**config.mk**
```make
export PLATFORM = sky130hd
export DESIGN_NAME = touch_joystick_event_qualifier
export DESIGN_NICKNAME = d
export VERILOG_FILES = /design/src/rtl/tjeq_pkg.sv /design/src/rtl/tjeq_cfg.sv /design/src/rtl/tjeq_eval.sv /design/src/rtl/touch_joystick_event_qualifier.sv
export SDC_FILE = /design/constraint.sdc
export NUM_CORES = 1
export LEC_CHECK = 0
export BUFFER_PORTS_ARGS = -buffer_cell sky130_fd_sc_hd__clkbuf_2
export CAP_MARGIN = 10
export CELL_PAD_IN_SITES_DETAIL_PLACEMENT = 1
export CELL_PAD_IN_SITES_GLOBAL_PLACEMENT = 1
export CORE_MARGIN = 5
export CORE_UTILIZATION = 47
export DETAILED_ROUTE_END_ITERATION = 10
export HOLD_SLACK_MARGIN = 0.02
export PLACE_DENSITY = 0.84
export SYNTH_ARGS = -nofsm -noshare
export SYNTH_HDL_FRONTEND = slang
export SYNTH_SLANG_ARGS = --single-unit
export TNS_END_PERCENT = 10
```
**constraint.sdc**
```tcl
create_clock -name aclk -period 6.5 [get_ports aclk]
set_input_delay 1.3 -clock aclk [delete_from_list [all_inputs] [get_ports aclk]]
set_output_delay 1.3 -clock aclk [all_outputs]
set_load 0.01 [all_outputs]
```
**src/rtl/tjeq_pkg.sv**
```systemverilog
`timescale 1ns / 1ps

package tjeq_pkg;

    // Sizing of the calibration path and the joystick samples
    localparam int CALIB_SAMPLES = 16;
    localparam int ADC_BITS      = 12;
    localparam int CNT_W         = $clog2(CALIB_SAMPLES);
    localparam int SUM_W         = ADC_BITS + CNT_W;

    // Fixed widths of the item and register fields
    localparam int TIME_W  = 32;
    localparam int PAD_W   = 16;
    localparam int NUM_PADS = 4;
    localparam int DZ_W    = 12;
    localparam int RPT_W   = 16;
    localparam int EV_W    = 4;
    localparam int CIDX_W  = 3;
    localparam int CDATA_W = 16;

    // Configuration register indexes
    localparam logic [CIDX_W-1:0] REG_DEADZONE        = 3'd0;
    localparam logic [CIDX_W-1:0] REG_REPEAT_INTERVAL = 3'd1;
    localparam logic [CIDX_W-1:0] REG_PRESS_LIMIT     = 3'd2;
    localparam logic [CIDX_W-1:0] REG_TOUCH_ENABLE    = 3'd3;
    localparam logic [CIDX_W-1:0] REG_JOY_ENABLE      = 3'd4;

    // Register reset values
    localparam logic [DZ_W-1:0]    DEADZONE_RST  = 12'd1050;
    localparam logic [RPT_W-1:0]   REPEAT_RST    = 16'd180;
    localparam logic [PAD_W-1:0]   THRESHOLD_RST = 16'd35;

    typedef enum logic {
        OP_CALIB  = 1'b0,
        OP_UPDATE = 1'b1
    } op_t;

    typedef enum logic [EV_W-1:0] {
        EV_NONE   = 4'd0,
        EV_SELECT = 4'd1,
        EV_BACK   = 4'd2,
        EV_START  = 4'd3,
        EV_MENU   = 4'd4,
        EV_RIGHT  = 4'd5,
        EV_LEFT   = 4'd6,
        EV_DOWN   = 4'd7,
        EV_UP     = 4'd8
    } event_t;

    typedef struct packed {
        logic [DZ_W-1:0]  deadzone;
        logic [RPT_W-1:0] repeat_interval;
        logic [PAD_W-1:0] press_limit;
        logic             touch_enable;
        logic             joystick_enable;
    } cfg_t;

    typedef struct packed {
        op_t                 opcode;
        logic [TIME_W-1:0]   now;
        logic [PAD_W-1:0]    pad_zero;
        logic [PAD_W-1:0]    pad_one;
        logic [PAD_W-1:0]    pad_two;
        logic [PAD_W-1:0]    pad_three;
        logic [ADC_BITS-1:0] joy_x;
        logic [ADC_BITS-1:0] joy_y;
    } item_t;

    typedef struct packed {
        event_t event_code;
        logic   calib_done;
    } result_t;

endpackage

```
**src/rtl/tjeq_cfg.sv**
```systemverilog
`timescale 1ns / 1ps

module tjeq_cfg
    import tjeq_pkg::*;
(
    input  logic               aclk,
    input  logic               aresetn,
    input  logic               wr_en,
    input  logic [CIDX_W-1:0]  wr_index,
    input  logic [CDATA_W-1:0] wr_data,
    output cfg_t               cfg
);

    cfg_t cfg_reg;
    cfg_t cfg_next;

    always_comb begin
        cfg_next = cfg_reg;
        if (wr_en) begin
            case (wr_index)
                REG_DEADZONE:        cfg_next.deadzone        = wr_data[DZ_W-1:0];
                REG_REPEAT_INTERVAL: cfg_next.repeat_interval = wr_data[RPT_W-1:0];
                REG_PRESS_LIMIT:     cfg_next.press_limit     = wr_data[PAD_W-1:0];
                REG_TOUCH_ENABLE:    cfg_next.touch_enable    = wr_data[0];
                REG_JOY_ENABLE:      cfg_next.joystick_enable = wr_data[0];
                default:             cfg_next = cfg_reg;
            endcase
        end
    end

    always_ff @(posedge aclk) begin
        if (!aresetn) begin
            cfg_reg.deadzone        <= DEADZONE_RST;
            cfg_reg.repeat_interval <= REPEAT_RST;
            cfg_reg.press_limit     <= THRESHOLD_RST;
            cfg_reg.touch_enable    <= 1'b1;
            cfg_reg.joystick_enable <= 1'b1;
        end else begin
            cfg_reg <= cfg_next;
        end
    end

    assign cfg = cfg_reg;

endmodule

```
**src/rtl/tjeq_eval.sv**
```systemverilog
`timescale 1ns / 1ps

module tjeq_eval
    import tjeq_pkg::*;
(
    input  logic    aclk,
    input  logic    aresetn,
    input  logic    fire,
    input  item_t   item,
    input  cfg_t    cfg,
    output result_t res
);

    localparam int RCP_SHIFT = SUM_W + CNT_W;
    localparam int PROD_W    = 2 * SUM_W + 1;
    localparam logic [SUM_W:0] RECIP = (SUM_W + 1)'(
        ((64'd1 << RCP_SHIFT) + 64'(CALIB_SAMPLES) - 64'd1) / 64'(CALIB_SAMPLES));
    localparam logic [ADC_BITS-1:0] CENTER_RST = ADC_BITS'(1) << (ADC_BITS - 1);
    localparam int CMP_W = (ADC_BITS > DZ_W) ? ADC_BITS : DZ_W;

    logic [NUM_PADS-1:0] pad_held_reg, pad_held_next;
    logic [TIME_W-1:0]   last_time_reg, last_time_next;
    logic [ADC_BITS-1:0] center_x_reg, center_x_next;
    logic [ADC_BITS-1:0] center_y_reg, center_y_next;
    logic [SUM_W-1:0]    sum_x_reg, sum_x_next;
    logic [SUM_W-1:0]    sum_y_reg, sum_y_next;
    logic [CNT_W-1:0]    count_reg, count_next;

    logic [PAD_W-1:0]    pad_rd [NUM_PADS];
    logic [SUM_W-1:0]    acc_x, acc_y;
    logic [PROD_W-1:0]   prod_x, prod_y;
    logic                last_sample;

    logic [NUM_PADS-1:0] held_scan;
    event_t              touch_ev;
    logic                touch_hit;

    logic signed [ADC_BITS:0] dx, dy;
    logic [ADC_BITS-1:0]      ax, ay;
    logic [CMP_W-1:0]         ax_c, ay_c, dz_c;
    logic [TIME_W-1:0]        elapsed;
    logic                     joy_open;
    event_t                   joy_ev;
    result_t                  res_c;

    assign pad_rd[0] = item.pad_zero;
    assign pad_rd[1] = item.pad_one;
    assign pad_rd[2] = item.pad_two;
    assign pad_rd[3] = item.pad_three;

    // Calibration accumulate; floor(sum / CALIB_SAMPLES) by reciprocal multiply
    assign acc_x       = sum_x_reg + SUM_W'(item.joy_x);
    assign acc_y       = sum_y_reg + SUM_W'(item.joy_y);
    assign prod_x      = PROD_W'(acc_x) * PROD_W'(RECIP);
    assign prod_y      = PROD_W'(acc_y) * PROD_W'(RECIP);
    assign last_sample = (count_reg == CNT_W'(CALIB_SAMPLES - 1));

    // Priority scan: first newly pressed pad wins, released pads before it clear
    always_comb begin
        logic stop;
        logic down;
        held_scan = pad_held_reg;
        touch_ev  = EV_NONE;
        stop      = 1'b0;
        for (int i = 0; i < NUM_PADS; i++) begin
            down = (pad_rd[i] < cfg.press_limit);
            if (!stop) begin
                if (down && !pad_held_reg[i]) begin
                    held_scan[i] = 1'b1;
                    touch_ev     = event_t'(EV_W'(i + 1));
                    stop         = 1'b1;
                end else if (!down) begin
                    held_scan[i] = 1'b0;
                end
            end
        end
    end

    assign touch_hit = cfg.touch_enable && (touch_ev != EV_NONE);

    // Joystick: dominant axis beyond the deadzone, ties go to vertical
    assign dx   = $signed({1'b0, item.joy_x}) - $signed({1'b0, center_x_reg});
    assign dy   = $signed({1'b0, item.joy_y}) - $signed({1'b0, center_y_reg});
    assign ax   = dx[ADC_BITS] ? ADC_BITS'(-dx) : dx[ADC_BITS-1:0];
    assign ay   = dy[ADC_BITS] ? ADC_BITS'(-dy) : dy[ADC_BITS-1:0];
    assign ax_c = CMP_W'(ax);
    assign ay_c = CMP_W'(ay);
    assign dz_c = CMP_W'(cfg.deadzone);

    assign elapsed  = item.now - last_time_reg;
    assign joy_open = cfg.joystick_enable && (elapsed >= TIME_W'(cfg.repeat_interval));

    always_comb begin
        joy_ev = EV_NONE;
        if (ax_c > ay_c && ax_c > dz_c) begin
            joy_ev = dx[ADC_BITS] ? EV_LEFT : EV_RIGHT;
        end else if (ay_c > dz_c) begin
            joy_ev = dy[ADC_BITS] ? EV_UP : EV_DOWN;
        end
    end

    always_comb begin
        pad_held_next  = pad_held_reg;
        last_time_next = last_time_reg;
        center_x_next  = center_x_reg;
        center_y_next  = center_y_reg;
        sum_x_next     = sum_x_reg;
        sum_y_next     = sum_y_reg;
        count_next     = count_reg;
        res_c.event_code = EV_NONE;
        res_c.calib_done = 1'b0;
        if (item.opcode == OP_CALIB) begin
            if (last_sample) begin
                res_c.calib_done = 1'b1;
            end
            if (fire) begin
                if (last_sample) begin
                    center_x_next = prod_x[RCP_SHIFT +: ADC_BITS];
                    center_y_next = prod_y[RCP_SHIFT +: ADC_BITS];
                    sum_x_next    = '0;
                    sum_y_next    = '0;
                    count_next    = '0;
                end else begin
                    sum_x_next = acc_x;
                    sum_y_next = acc_y;
                    count_next = count_reg + CNT_W'(1);
                end
            end
        end else begin
            if (cfg.touch_enable && fire) begin
                pad_held_next = held_scan;
            end
            if (touch_hit) begin
                res_c.event_code = touch_ev;
            end else if (joy_open) begin
                res_c.event_code = joy_ev;
            end
            if (fire && res_c.event_code != EV_NONE) begin
                last_time_next = item.now;
            end
        end
    end

    always_ff @(posedge aclk) begin
        if (!aresetn) begin
            pad_held_reg  <= '0;
            last_time_reg <= '0;
            center_x_reg  <= CENTER_RST;
            center_y_reg  <= CENTER_RST;
            sum_x_reg     <= '0;
            sum_y_reg     <= '0;
            count_reg     <= '0;
        end else begin
            pad_held_reg  <= pad_held_next;
            last_time_reg <= last_time_next;
            center_x_reg  <= center_x_next;
            center_y_reg  <= center_y_next;
            sum_x_reg     <= sum_x_next;
            sum_y_reg     <= sum_y_next;
            count_reg     <= count_next;
        end
    end

    assign res = res_c;

`ifndef ASSERT_OFF
    // A completed calibration set restarts the sample count
    assert property (@(posedge aclk) disable iff (!aresetn)
        (fire && res_c.calib_done) |=> (count_reg == '0))
        else $error("calibration count not cleared after completion");

    // A touch event always leaves its pad marked as held
    assert property (@(posedge aclk) disable iff (!aresetn)
        (fire && touch_hit && item.opcode == OP_UPDATE) |=> (pad_held_reg != '0))
        else $error("touch event without held pad");
`endif

endmodule

```
**src/rtl/touch_joystick_event_qualifier.sv**
```systemverilog
`timescale 1ns / 1ps

// Channel   Direction  Handshake            Payload
// s_*       in         s_valid / s_ready    opcode, now, pad readings, joy_x, joy_y
// m_*       out        m_valid / m_ready    event_res, calib_done
// cfg_*     in         cfg_valid / cfg_ready cfg_index, cfg_data
//
// One request per cycle sustained while m_ready stays high; each request passes
// through the input register, then the result register, before it is valid at m_*.
// All event and calibration work is one combinational pass between the two.
// aresetn is synchronous, active low; it clears both valid flags, the pad
// flags, the event time, the sums and count, and sets centers to mid-scale.
// A stalled m_ready holds the result register; the input register still takes
// one more request, then s_ready drops until the result is taken.
// cfg_ready is always high.

module touch_joystick_event_qualifier
    import tjeq_pkg::*;
(
    input  logic                aclk,
    input  logic                aresetn,

    input  logic                s_valid,
    output logic                s_ready,
    input  logic                s_opcode,
    input  logic [TIME_W-1:0]   s_now,
    input  logic [PAD_W-1:0]    s_pad_zero,
    input  logic [PAD_W-1:0]    s_pad_one,
    input  logic [PAD_W-1:0]    s_pad_two,
    input  logic [PAD_W-1:0]    s_pad_three,
    input  logic [ADC_BITS-1:0] s_joy_x,
    input  logic [ADC_BITS-1:0] s_joy_y,

    output logic                m_valid,
    input  logic                m_ready,
    output logic [EV_W-1:0]     m_event_res,
    output logic                m_calib_done,

    input  logic                cfg_valid,
    output logic                cfg_ready,
    input  logic [CIDX_W-1:0]   cfg_index,
    input  logic [CDATA_W-1:0]  cfg_data
);

    cfg_t    cfg;
    result_t res;

    logic    in_valid_reg, in_valid_next;
    item_t   item_reg, item_next;
    logic    out_valid_reg, out_valid_next;
    result_t res_reg, res_next;

    logic    s_fire;
    logic    advance;

    // Configuration is taken on any cycle
    assign cfg_ready = 1'b1;

    tjeq_cfg u_cfg (
        .aclk     (aclk),
        .aresetn  (aresetn),
        .wr_en    (cfg_valid && cfg_ready),
        .wr_index (cfg_index),
        .wr_data  (cfg_data),
        .cfg      (cfg)
    );

    // Advance the held request into the result register when that slot frees up
    assign advance = in_valid_reg && (!out_valid_reg || m_ready);
    assign s_ready = !in_valid_reg || advance;
    assign s_fire  = s_valid && s_ready;

    tjeq_eval u_eval (
        .aclk    (aclk),
        .aresetn (aresetn),
        .fire    (advance),
        .item    (item_reg),
        .cfg     (cfg),
        .res     (res)
    );

    always_comb begin
        item_next     = item_reg;
        in_valid_next = in_valid_reg;
        if (s_fire) begin
            item_next.opcode    = op_t'(s_opcode);
            item_next.now       = s_now;
            item_next.pad_zero  = s_pad_zero;
            item_next.pad_one   = s_pad_one;
            item_next.pad_two   = s_pad_two;
            item_next.pad_three = s_pad_three;
            item_next.joy_x     = s_joy_x;
            item_next.joy_y     = s_joy_y;
            in_valid_next       = 1'b1;
        end else if (advance) begin
            in_valid_next = 1'b0;
        end
    end

    always_comb begin
        res_next       = res_reg;
        out_valid_next = out_valid_reg;
        if (advance) begin
            res_next       = res;
            out_valid_next = 1'b1;
        end else if (m_ready) begin
            // drop the result once it is taken
            out_valid_next = 1'b0;
        end
    end

    always_ff @(posedge aclk) begin
        if (!aresetn) begin
            in_valid_reg  <= 1'b0;
            out_valid_reg <= 1'b0;
        end else begin
            in_valid_reg  <= in_valid_next;
            out_valid_reg <= out_valid_next;
        end
    end

    // Payload registers hold without reset
    always_ff @(posedge aclk) begin
        item_reg <= item_next;
        res_reg  <= res_next;
    end

    assign m_valid      = out_valid_reg;
    assign m_event_res  = res_reg.event_code;
    assign m_calib_done = res_reg.calib_done;

`ifndef ASSERT_OFF
    // A calibration result never carries an event
    assert property (@(posedge aclk) disable iff (!aresetn)
        m_valid |-> !(m_calib_done && m_event_res != EV_NONE))
        else $error("calibration result carries an event");

    // Input side stalls only when both stages are full and the output is blocked
    assert property (@(posedge aclk) disable iff (!aresetn)
        !s_ready |-> (in_valid_reg && out_valid_reg && !m_ready))
        else $error("input stalled without back-pressure");

    // A request that advances shows up at the output in the next cycle
    assert property (@(posedge aclk) disable iff (!aresetn)
        advance |=> m_valid)
        else $error("advanced request missing at output");
`endif

endmodule
```
Word level (Yosys, flattened, before mapping)
Index checks and enable logic that the tools add are counted.

Shifts and indexed selects: 0. Mux-type cells: 37. $add $sub $neg: 8. Equality and inequality tests: 9. Bitwise operators: 4. Divide/modulo/power cells: 0. Reductions and logical operators: 36. Multiply operators: 0. $lt $le $gt $ge: 8.

Operators with widths (count): $lt A16 B16 Y1 (4); $mux W4 (12); $gt A12 B12 Y1 (3); $add A16 B12 Y16 (2); $ge A32 B16 Y1 (1); $mux W16 (2); $sub A32 B32 Y32 (1); $sub A12 B12 Y13 (2); $mux W12 (2); $neg A12 Y12 (2); $mux W1 (19); $reduce_and A2 Y1 (7); $reduce_and A4 Y1 (3); $logic_and A1 B1 Y1 (11); $ne A2 B2 Y1 const B (4); $reduce_bool A4 Y1 (2); $eq A3 B2 Y1 const B (2); $logic_not A1 Y1 (6); $reduce_and A3 Y1 (2); $add A4 B1 Y4 const B (1); $eq A4 B4 Y1 const B (1); $mux W2 (2); $not A1 Y1 (4); $reduce_bool A2 Y1 (2); 4 further kinds (5).

Bits in read-only memories: 0. RAM bits: 0. Bits of input ports: 145. Output and inout port bits: 8. Memories kept: 0. Bits in latches: 0. Word-level logic and storage cells: 129. Bits in registers: 270.

Longest topological paths before layout
Word-level depth: 16. Depth in mapped cells: 29. Gate-level depth less buffers: 27.

By module
Synthesis repeated with hierarchy kept, for this count alone.

Cells, all modules: 1767. Area total of the unflattened synthesis: 16907.5 um2.

By module, submodules not included: tjeq_eval (sequential area each 1921.8 um2, cells each 1448, instances 1, area each 11173.2 um2); touch_joystick_event_qualifier (sequential area each 3823.7 um2, cells each 137, instances 1, area each 3898.7 um2); tjeq_cfg (sequential area each 920.9 um2, cells each 182, instances 1, area each 1835.5 um2).

Worst setup path before layout
OpenSTA, ideal clock, no wires.

Path type: register -> register. Start: register item_reg[12] in the netlist's numbering. End: register u_eval.last_time_reg[10]. Stages on the path, launching flop included: 30. Buffers on the path: 2. Arrival: 5.151 ns. Clock period less this slack: 5.223 ns. Library setup time: 0.072 ns. Path slack: 1.277 ns. Required time: 6.428 ns. Cell sequence: edfxtp_1 inv_1 ha_1 inv_1 fa_1 a21o_1 a21oi_1 o21ai_0 a21oi_1 o21ai_0 a21o_1 a21o_1 nand3_1 and2_1 clkbuf_1 nand2_1 xnor2_1 ha_1 a21o_1 a21o_1 a21o_1 a21o_1 a211oi_1 o21a_1 nor4_1 o21a_1 o31ai_4 a21oi_4 buf_6 mux2i_1.

Word-level cells in the longest chain between the ends: 12. Elaborated cells on any way between the ends: 14. Those cells by class: 2 x add/sub; 2 x order compare; 6 x mux; 4 x reduce/logical.

Ends and longest elaborated chain: start, declared (RTL line touch_joystick_event_qualifier.sv:49) `item_t item_reg, item_next;`; start signal, assigned (RTL line touch_joystick_event_qualifier.sv:124) `item_reg <= item_next;`; $sub A12 B12 Y13 * (RTL line tjeq_eval.sv:82) `assign dx = $signed({1'b0, item.joy_x}) - $signed({1'b0, center_x_reg});`; $neg A12 Y12 (RTL line tjeq_eval.sv:84) `assign ax = dx[ADC_BITS] ? ADC_BITS'(-dx) : dx[ADC_BITS-1:0];`; $mux W12 (RTL line tjeq_eval.sv:84); $gt A12 B12 Y1 (RTL line tjeq_eval.sv:95) `if (ax_c > ay_c && ax_c > dz_c) begin`; $logic_and A1 B1 Y1 (RTL line tjeq_eval.sv:95); $mux W4 * (RTL line tjeq_eval.sv:95); $mux W4 * (RTL line tjeq_eval.sv:135) `end else if (joy_open) begin`; $mux W4 * (RTL line tjeq_eval.sv:133) `if (touch_hit) begin`; $mux W4 * (RTL line tjeq_eval.sv:112) `if (item.opcode == OP_CALIB) begin`; $reduce_bool A4 Y1 * (RTL line tjeq_eval.sv:138) `if (fire && res_c.event_code != EV_NONE) begin`; $logic_and A1 B1 Y1 * (RTL line tjeq_eval.sv:138); $reduce_and A2 Y1 (no source line) *; end signal, assigned (RTL line tjeq_eval.sv:155) `last_time_reg <= last_time_next;`; end, declared (RTL line tjeq_eval.sv:22) `logic [TIME_W-1:0] last_time_reg, last_time_next;`.

Every way passes the cells marked *; elsewhere a longest branch is shown, timed or not. The select of a mux whose other input is x is not followed. A chain may end at the register's enable or synchronous reset.

Final worst setup path
Start: register item_reg[0] in the netlist's numbering. End: register u_eval.last_time_reg[13].

Word-level cells in the longest chain between the ends: 12. Elaborated cells on any way between the ends: 15. Those cells by class: 2 x add/sub; 2 x order compare; 7 x mux; 4 x reduce/logical.

Ends and longest elaborated chain: $sub A12 B12 Y13 * (RTL line tjeq_eval.sv:83) `assign dy = $signed({1'b0, item.joy_y}) - $signed({1'b0, center_y_reg});`; $neg A12 Y12 (RTL line tjeq_eval.sv:85) `assign ay = dy[ADC_BITS] ? ADC_BITS'(-dy) : dy[ADC_BITS-1:0];`; $mux W12 (RTL line tjeq_eval.sv:85); $gt A12 B12 Y1, on equally long branches (RTL line tjeq_eval.sv:97, tjeq_eval.sv:95); $mux W4 / $logic_and A1 B1 Y1 (equally long branches) (RTL line tjeq_eval.sv:97, tjeq_eval.sv:95); $mux W4 * (RTL line tjeq_eval.sv:95); $mux W4 * (RTL line tjeq_eval.sv:135); $mux W4 * (RTL line tjeq_eval.sv:133); $mux W4 * (RTL line tjeq_eval.sv:112); $reduce_bool A4 Y1 * (RTL line tjeq_eval.sv:138); $logic_and A1 B1 Y1 * (RTL line tjeq_eval.sv:138); $reduce_and A2 Y1 (no source line) *.

Marks and branches as above.

==> summary.md <==
| Metric | Value |
|---|---|
| Vias per cell | 5.650 |
| Clock Path Buffers | 3 |
| Max reg flops | 121 |
| Switching power | 1.271 mW |
| Internal power | 3.294 mW |
| Clock skew | 0.02586 ns |
| Die Y | 197.6 um |
| Layout Area Growth over Synthesis | 13.74% |
| Hold violation count in the final report | 0 |
| Ys Warns | 0 |
| Crit path kind | flip-flop to flip-flop |
| Seq/Total Area, Yosys | 0.4032 |
| Vias in the first global route | 14630 |
| Core ar. | 0.03463 sq mm |
| Root Driver | clkbuf_16 |
| # clock sinks | 270 |
| Synth Flop Type | dfxtp_1 |
| Hold Path Class | flip-flop to flip-flop |
| TritonRoute pass-1 iters | 4 |
| Area contributors post-synth | edfxtp_1 (23%), dfxtp_1 (17%), ha_1 (15%), nand2_1 (6.0%), inv_1 (3.1%) |
| Wirelength per Cell | 19.29 um |
| Clk pwr share | 0.396 |
| DP Wirelength | 34.78 mm |
| Min Hold Slack | 0.4621 ns |
| Most frequent cell after synthesis | nand2_1 |
| Flop pwr share | 0.416 |
| Overall routing resource usage | 0.2313 |
| Library cells used by synthesis | 75 |
| Worst Path Max Fanout | 32 |
| Initial antenna violation count | 0 |
| Worst rel slew slack | 0.2828 |
| Final min period | 5.824 ns |
| Finished Layout Cells | 2381 |
| Most frequent cells after synthesis | nand2_1 (265), ha_1 (194), dfxtp_1 (144), inv_1 (135), edfxtp_1 (126) |
| Startpoint Class | flip-flop |
| Layout cells sized above 1 | 0.1205 |
| Average size of a mapped cell | 9.383 sq um |
| Drt first-iter violations | 595 |
| I/O Buffers | 151 |
| Post-synthesis cell count | 1762 |
| Worst EP arrival | 6.33 ns |
| Least-Margin Pin Slew | 1.076 ns |
| Switching share of power | 0.2784 |
| Logic gate share of total power | 0.188 |
| Cts hold-fix bufs | 0 |
| Unrepaired setup endpoints after global routing | false |
| Setup crit end kind | flip-flop |
| GPL Wtd Cong | 0.9375 |
| Run status | finished clean |
| Die ar. | 0.03903 sq mm |
| Residual DRC | 0 |
| Final setup viols | 0 |
| CTS clock-pin slew for the worst setup and hold paths | 0.06 ns |
| Antenna Nets Post-Route | 0 |
| DR vias | 13450 |
| Synth top area share | 0.2289 |
| Fin nets | 2245 |
| Worst vdd ir | 207.3 uV |
| Worst skew pair latency | 0.59 ns |
| WHS Path Cells | 2 |
| Fin crit share | 0.8960 |
| Final core occ | 0.5430 |
| Cell count after placement | 2322 |
| Top-Level Pins | 153 |
| Starting Density | 0.4774 |
| First-pass GRT wire length | 74.30 mm |
| Leak | 7.662 nW |
| Slew Viols, Final | 0 |
| CTS Buf Count | 31 |
| R2R cell count | 25 |
| Net Count, Synth | 2106 |
| PwrDens | 242.7 mW/mm^2 |
| Cell Area, Synth | 0.01653 sq mm |
| H-tree Lvls | 1 |
| FF+latch count, synth | 270 |
| Maximum clock frequency | 171.7 MHz |
| Worst EP required | 7.01 ns |
| Core Rows | 68 |
| Largest area contributor in the netlist | edfxtp_1 |
| Post-synth ARST share | 0 |
| Post-route setup TNS | 0 ns |
| Largest net degree at the start of global routing | 92 |
| Routed WL | 45.92 mm |
| Grt total ovfl | 0 |
| Die X | 197.6 um |
| Post-synth EDFFs | 126 |
| Max Cap Viol | 0 |
| CTS tree | yes |
| Number of antenna repair diodes | 0 |
==> placed cells by master (no fill, tap or decap), types with 37 or more instances in the layout <==
cell type | Yosys | final
ha_1 | 194 | 194
a21o_1 | 56 | 56
nor2_1 | 88 | 87
a21boi_0 | 66 | 66
dfxtp_1 | 144 | 144
o21ai_0 | 67 | 67
nand2_1 | 265 | 265
nor2b_1 | 37 | 37
inv_1 | 135 | 135
xnor2_1 | 53 | 53
edfxtp_1 | 126 | 126
clkbuf_2 | 0 | 150
a21oi_1 | 81 | 81
==> timing repair <==
| item | CTS | global route |
|---|---|---|
| setup endpoints to repair | 0 | 1 |
| setup buffers | 0 | 0 |
| gates resized for setup | 0 | 1 |
==> through the flow <==
stage | power, mW | area [sq um] | setup slack, ns
finish | 4.564 | 18800 | 0.6760
global route | 4.779 | 18800 | 0.2256
CTS | 4.602 | 18790 | 0.4884
detailed placement | 2.778 | 17710 | 0.5306
global placement | 2.731 | 17710 | 0.8746
floorplan | 2.523 | 16530 | 1.277
==> metal layers <==
layer | vias up | part of all wire | global-route usage
li1 | 6556 | - | -
met1 | 6606 | 0.43 | 0.2778
met2 | 203 | 0.52 | 0.4323
met3 | 88 | 0.029 | 0.03070
met4 | 0 | 0.029 | 0.06478
met5 | - | 0 | 0
==> logic make-up after synthesis <==
group	count (synthesis)	synth area share
AO/OA/AOI/OAI	432	0.1817
XOR/XNOR	78	0.04132
adder cells (fa/ha/maj)	199	0.1529
buffers and inverters	190	0.04496
flip-flops	270	0.4032
multiplexers	36	0.02187
other	1	0.0002268
AND/OR/NAND/NOR	556	0.1538
==> cell type report <==
cell class	count	area, sq um
clock buffers	52	1032
clock inverters	6	46.29
fillers	3935	15820
inverters	135	506.7
multi-input cells	1302	9134
flip-flops and latches	270	6666
well taps	455	569.3
repair buffers	161	849.6
==> worst max-delay path, stage by stage (launching register included) <==
cell      delay, ns
edfxtp_1       0.36
inv_1          0.06
ha_1           0.22
fa_1           0.42
nor2b_1        0.13
o21ai_0        0.12
a21boi_1       0.26
o311ai_1       0.16
a21boi_1       0.20
or4_1          0.44
nor4_1         0.42
a21oi_1        0.19
nand3b_1       0.19
a31oi_1        0.23
nor2_1         0.08
ha_1           0.31
nand4_1        0.12
nor2_1         0.12
a21oi_1        0.07
o21a_1         0.11
nor4_2         0.51
o21a_1         0.25
o31ai_4        0.09
a21oi_4        0.17
buf_12         0.24
mux2i_1        0.25
==> final timing paths <==
check | start | endpoint | slack (ns)
max reg2reg | item_reg[0] | u_eval.last_time_reg[13] | 0.68
max | item_reg[0] | u_eval.last_time_reg[13] | 0.68
min reg2reg | u_eval.last_time_reg[1] | u_eval.last_time_reg[1] | 0.46
min | u_eval.last_time_reg[1] | u_eval.last_time_reg[1] | 0.46
==> power groups by stage <==
| stage | Clock (mW) | Sequential [mW] | Combinational, mW |
|---|---|---|---|
| 2_1_floorplan | 0 | 1.92 | 0.602 |
| 3_3_place_gp | 0 | 1.93 | 0.800 |
| 3_5_place_dp | 0 | 1.93 | 0.844 |
| 4_1_cts | 1.85 | 1.90 | 0.855 |
| 5_1_grt | 1.92 | 1.90 | 0.959 |
| 6_report | 1.81 | 1.90 | 0.857 |
(Power assumes the default switching activity.)
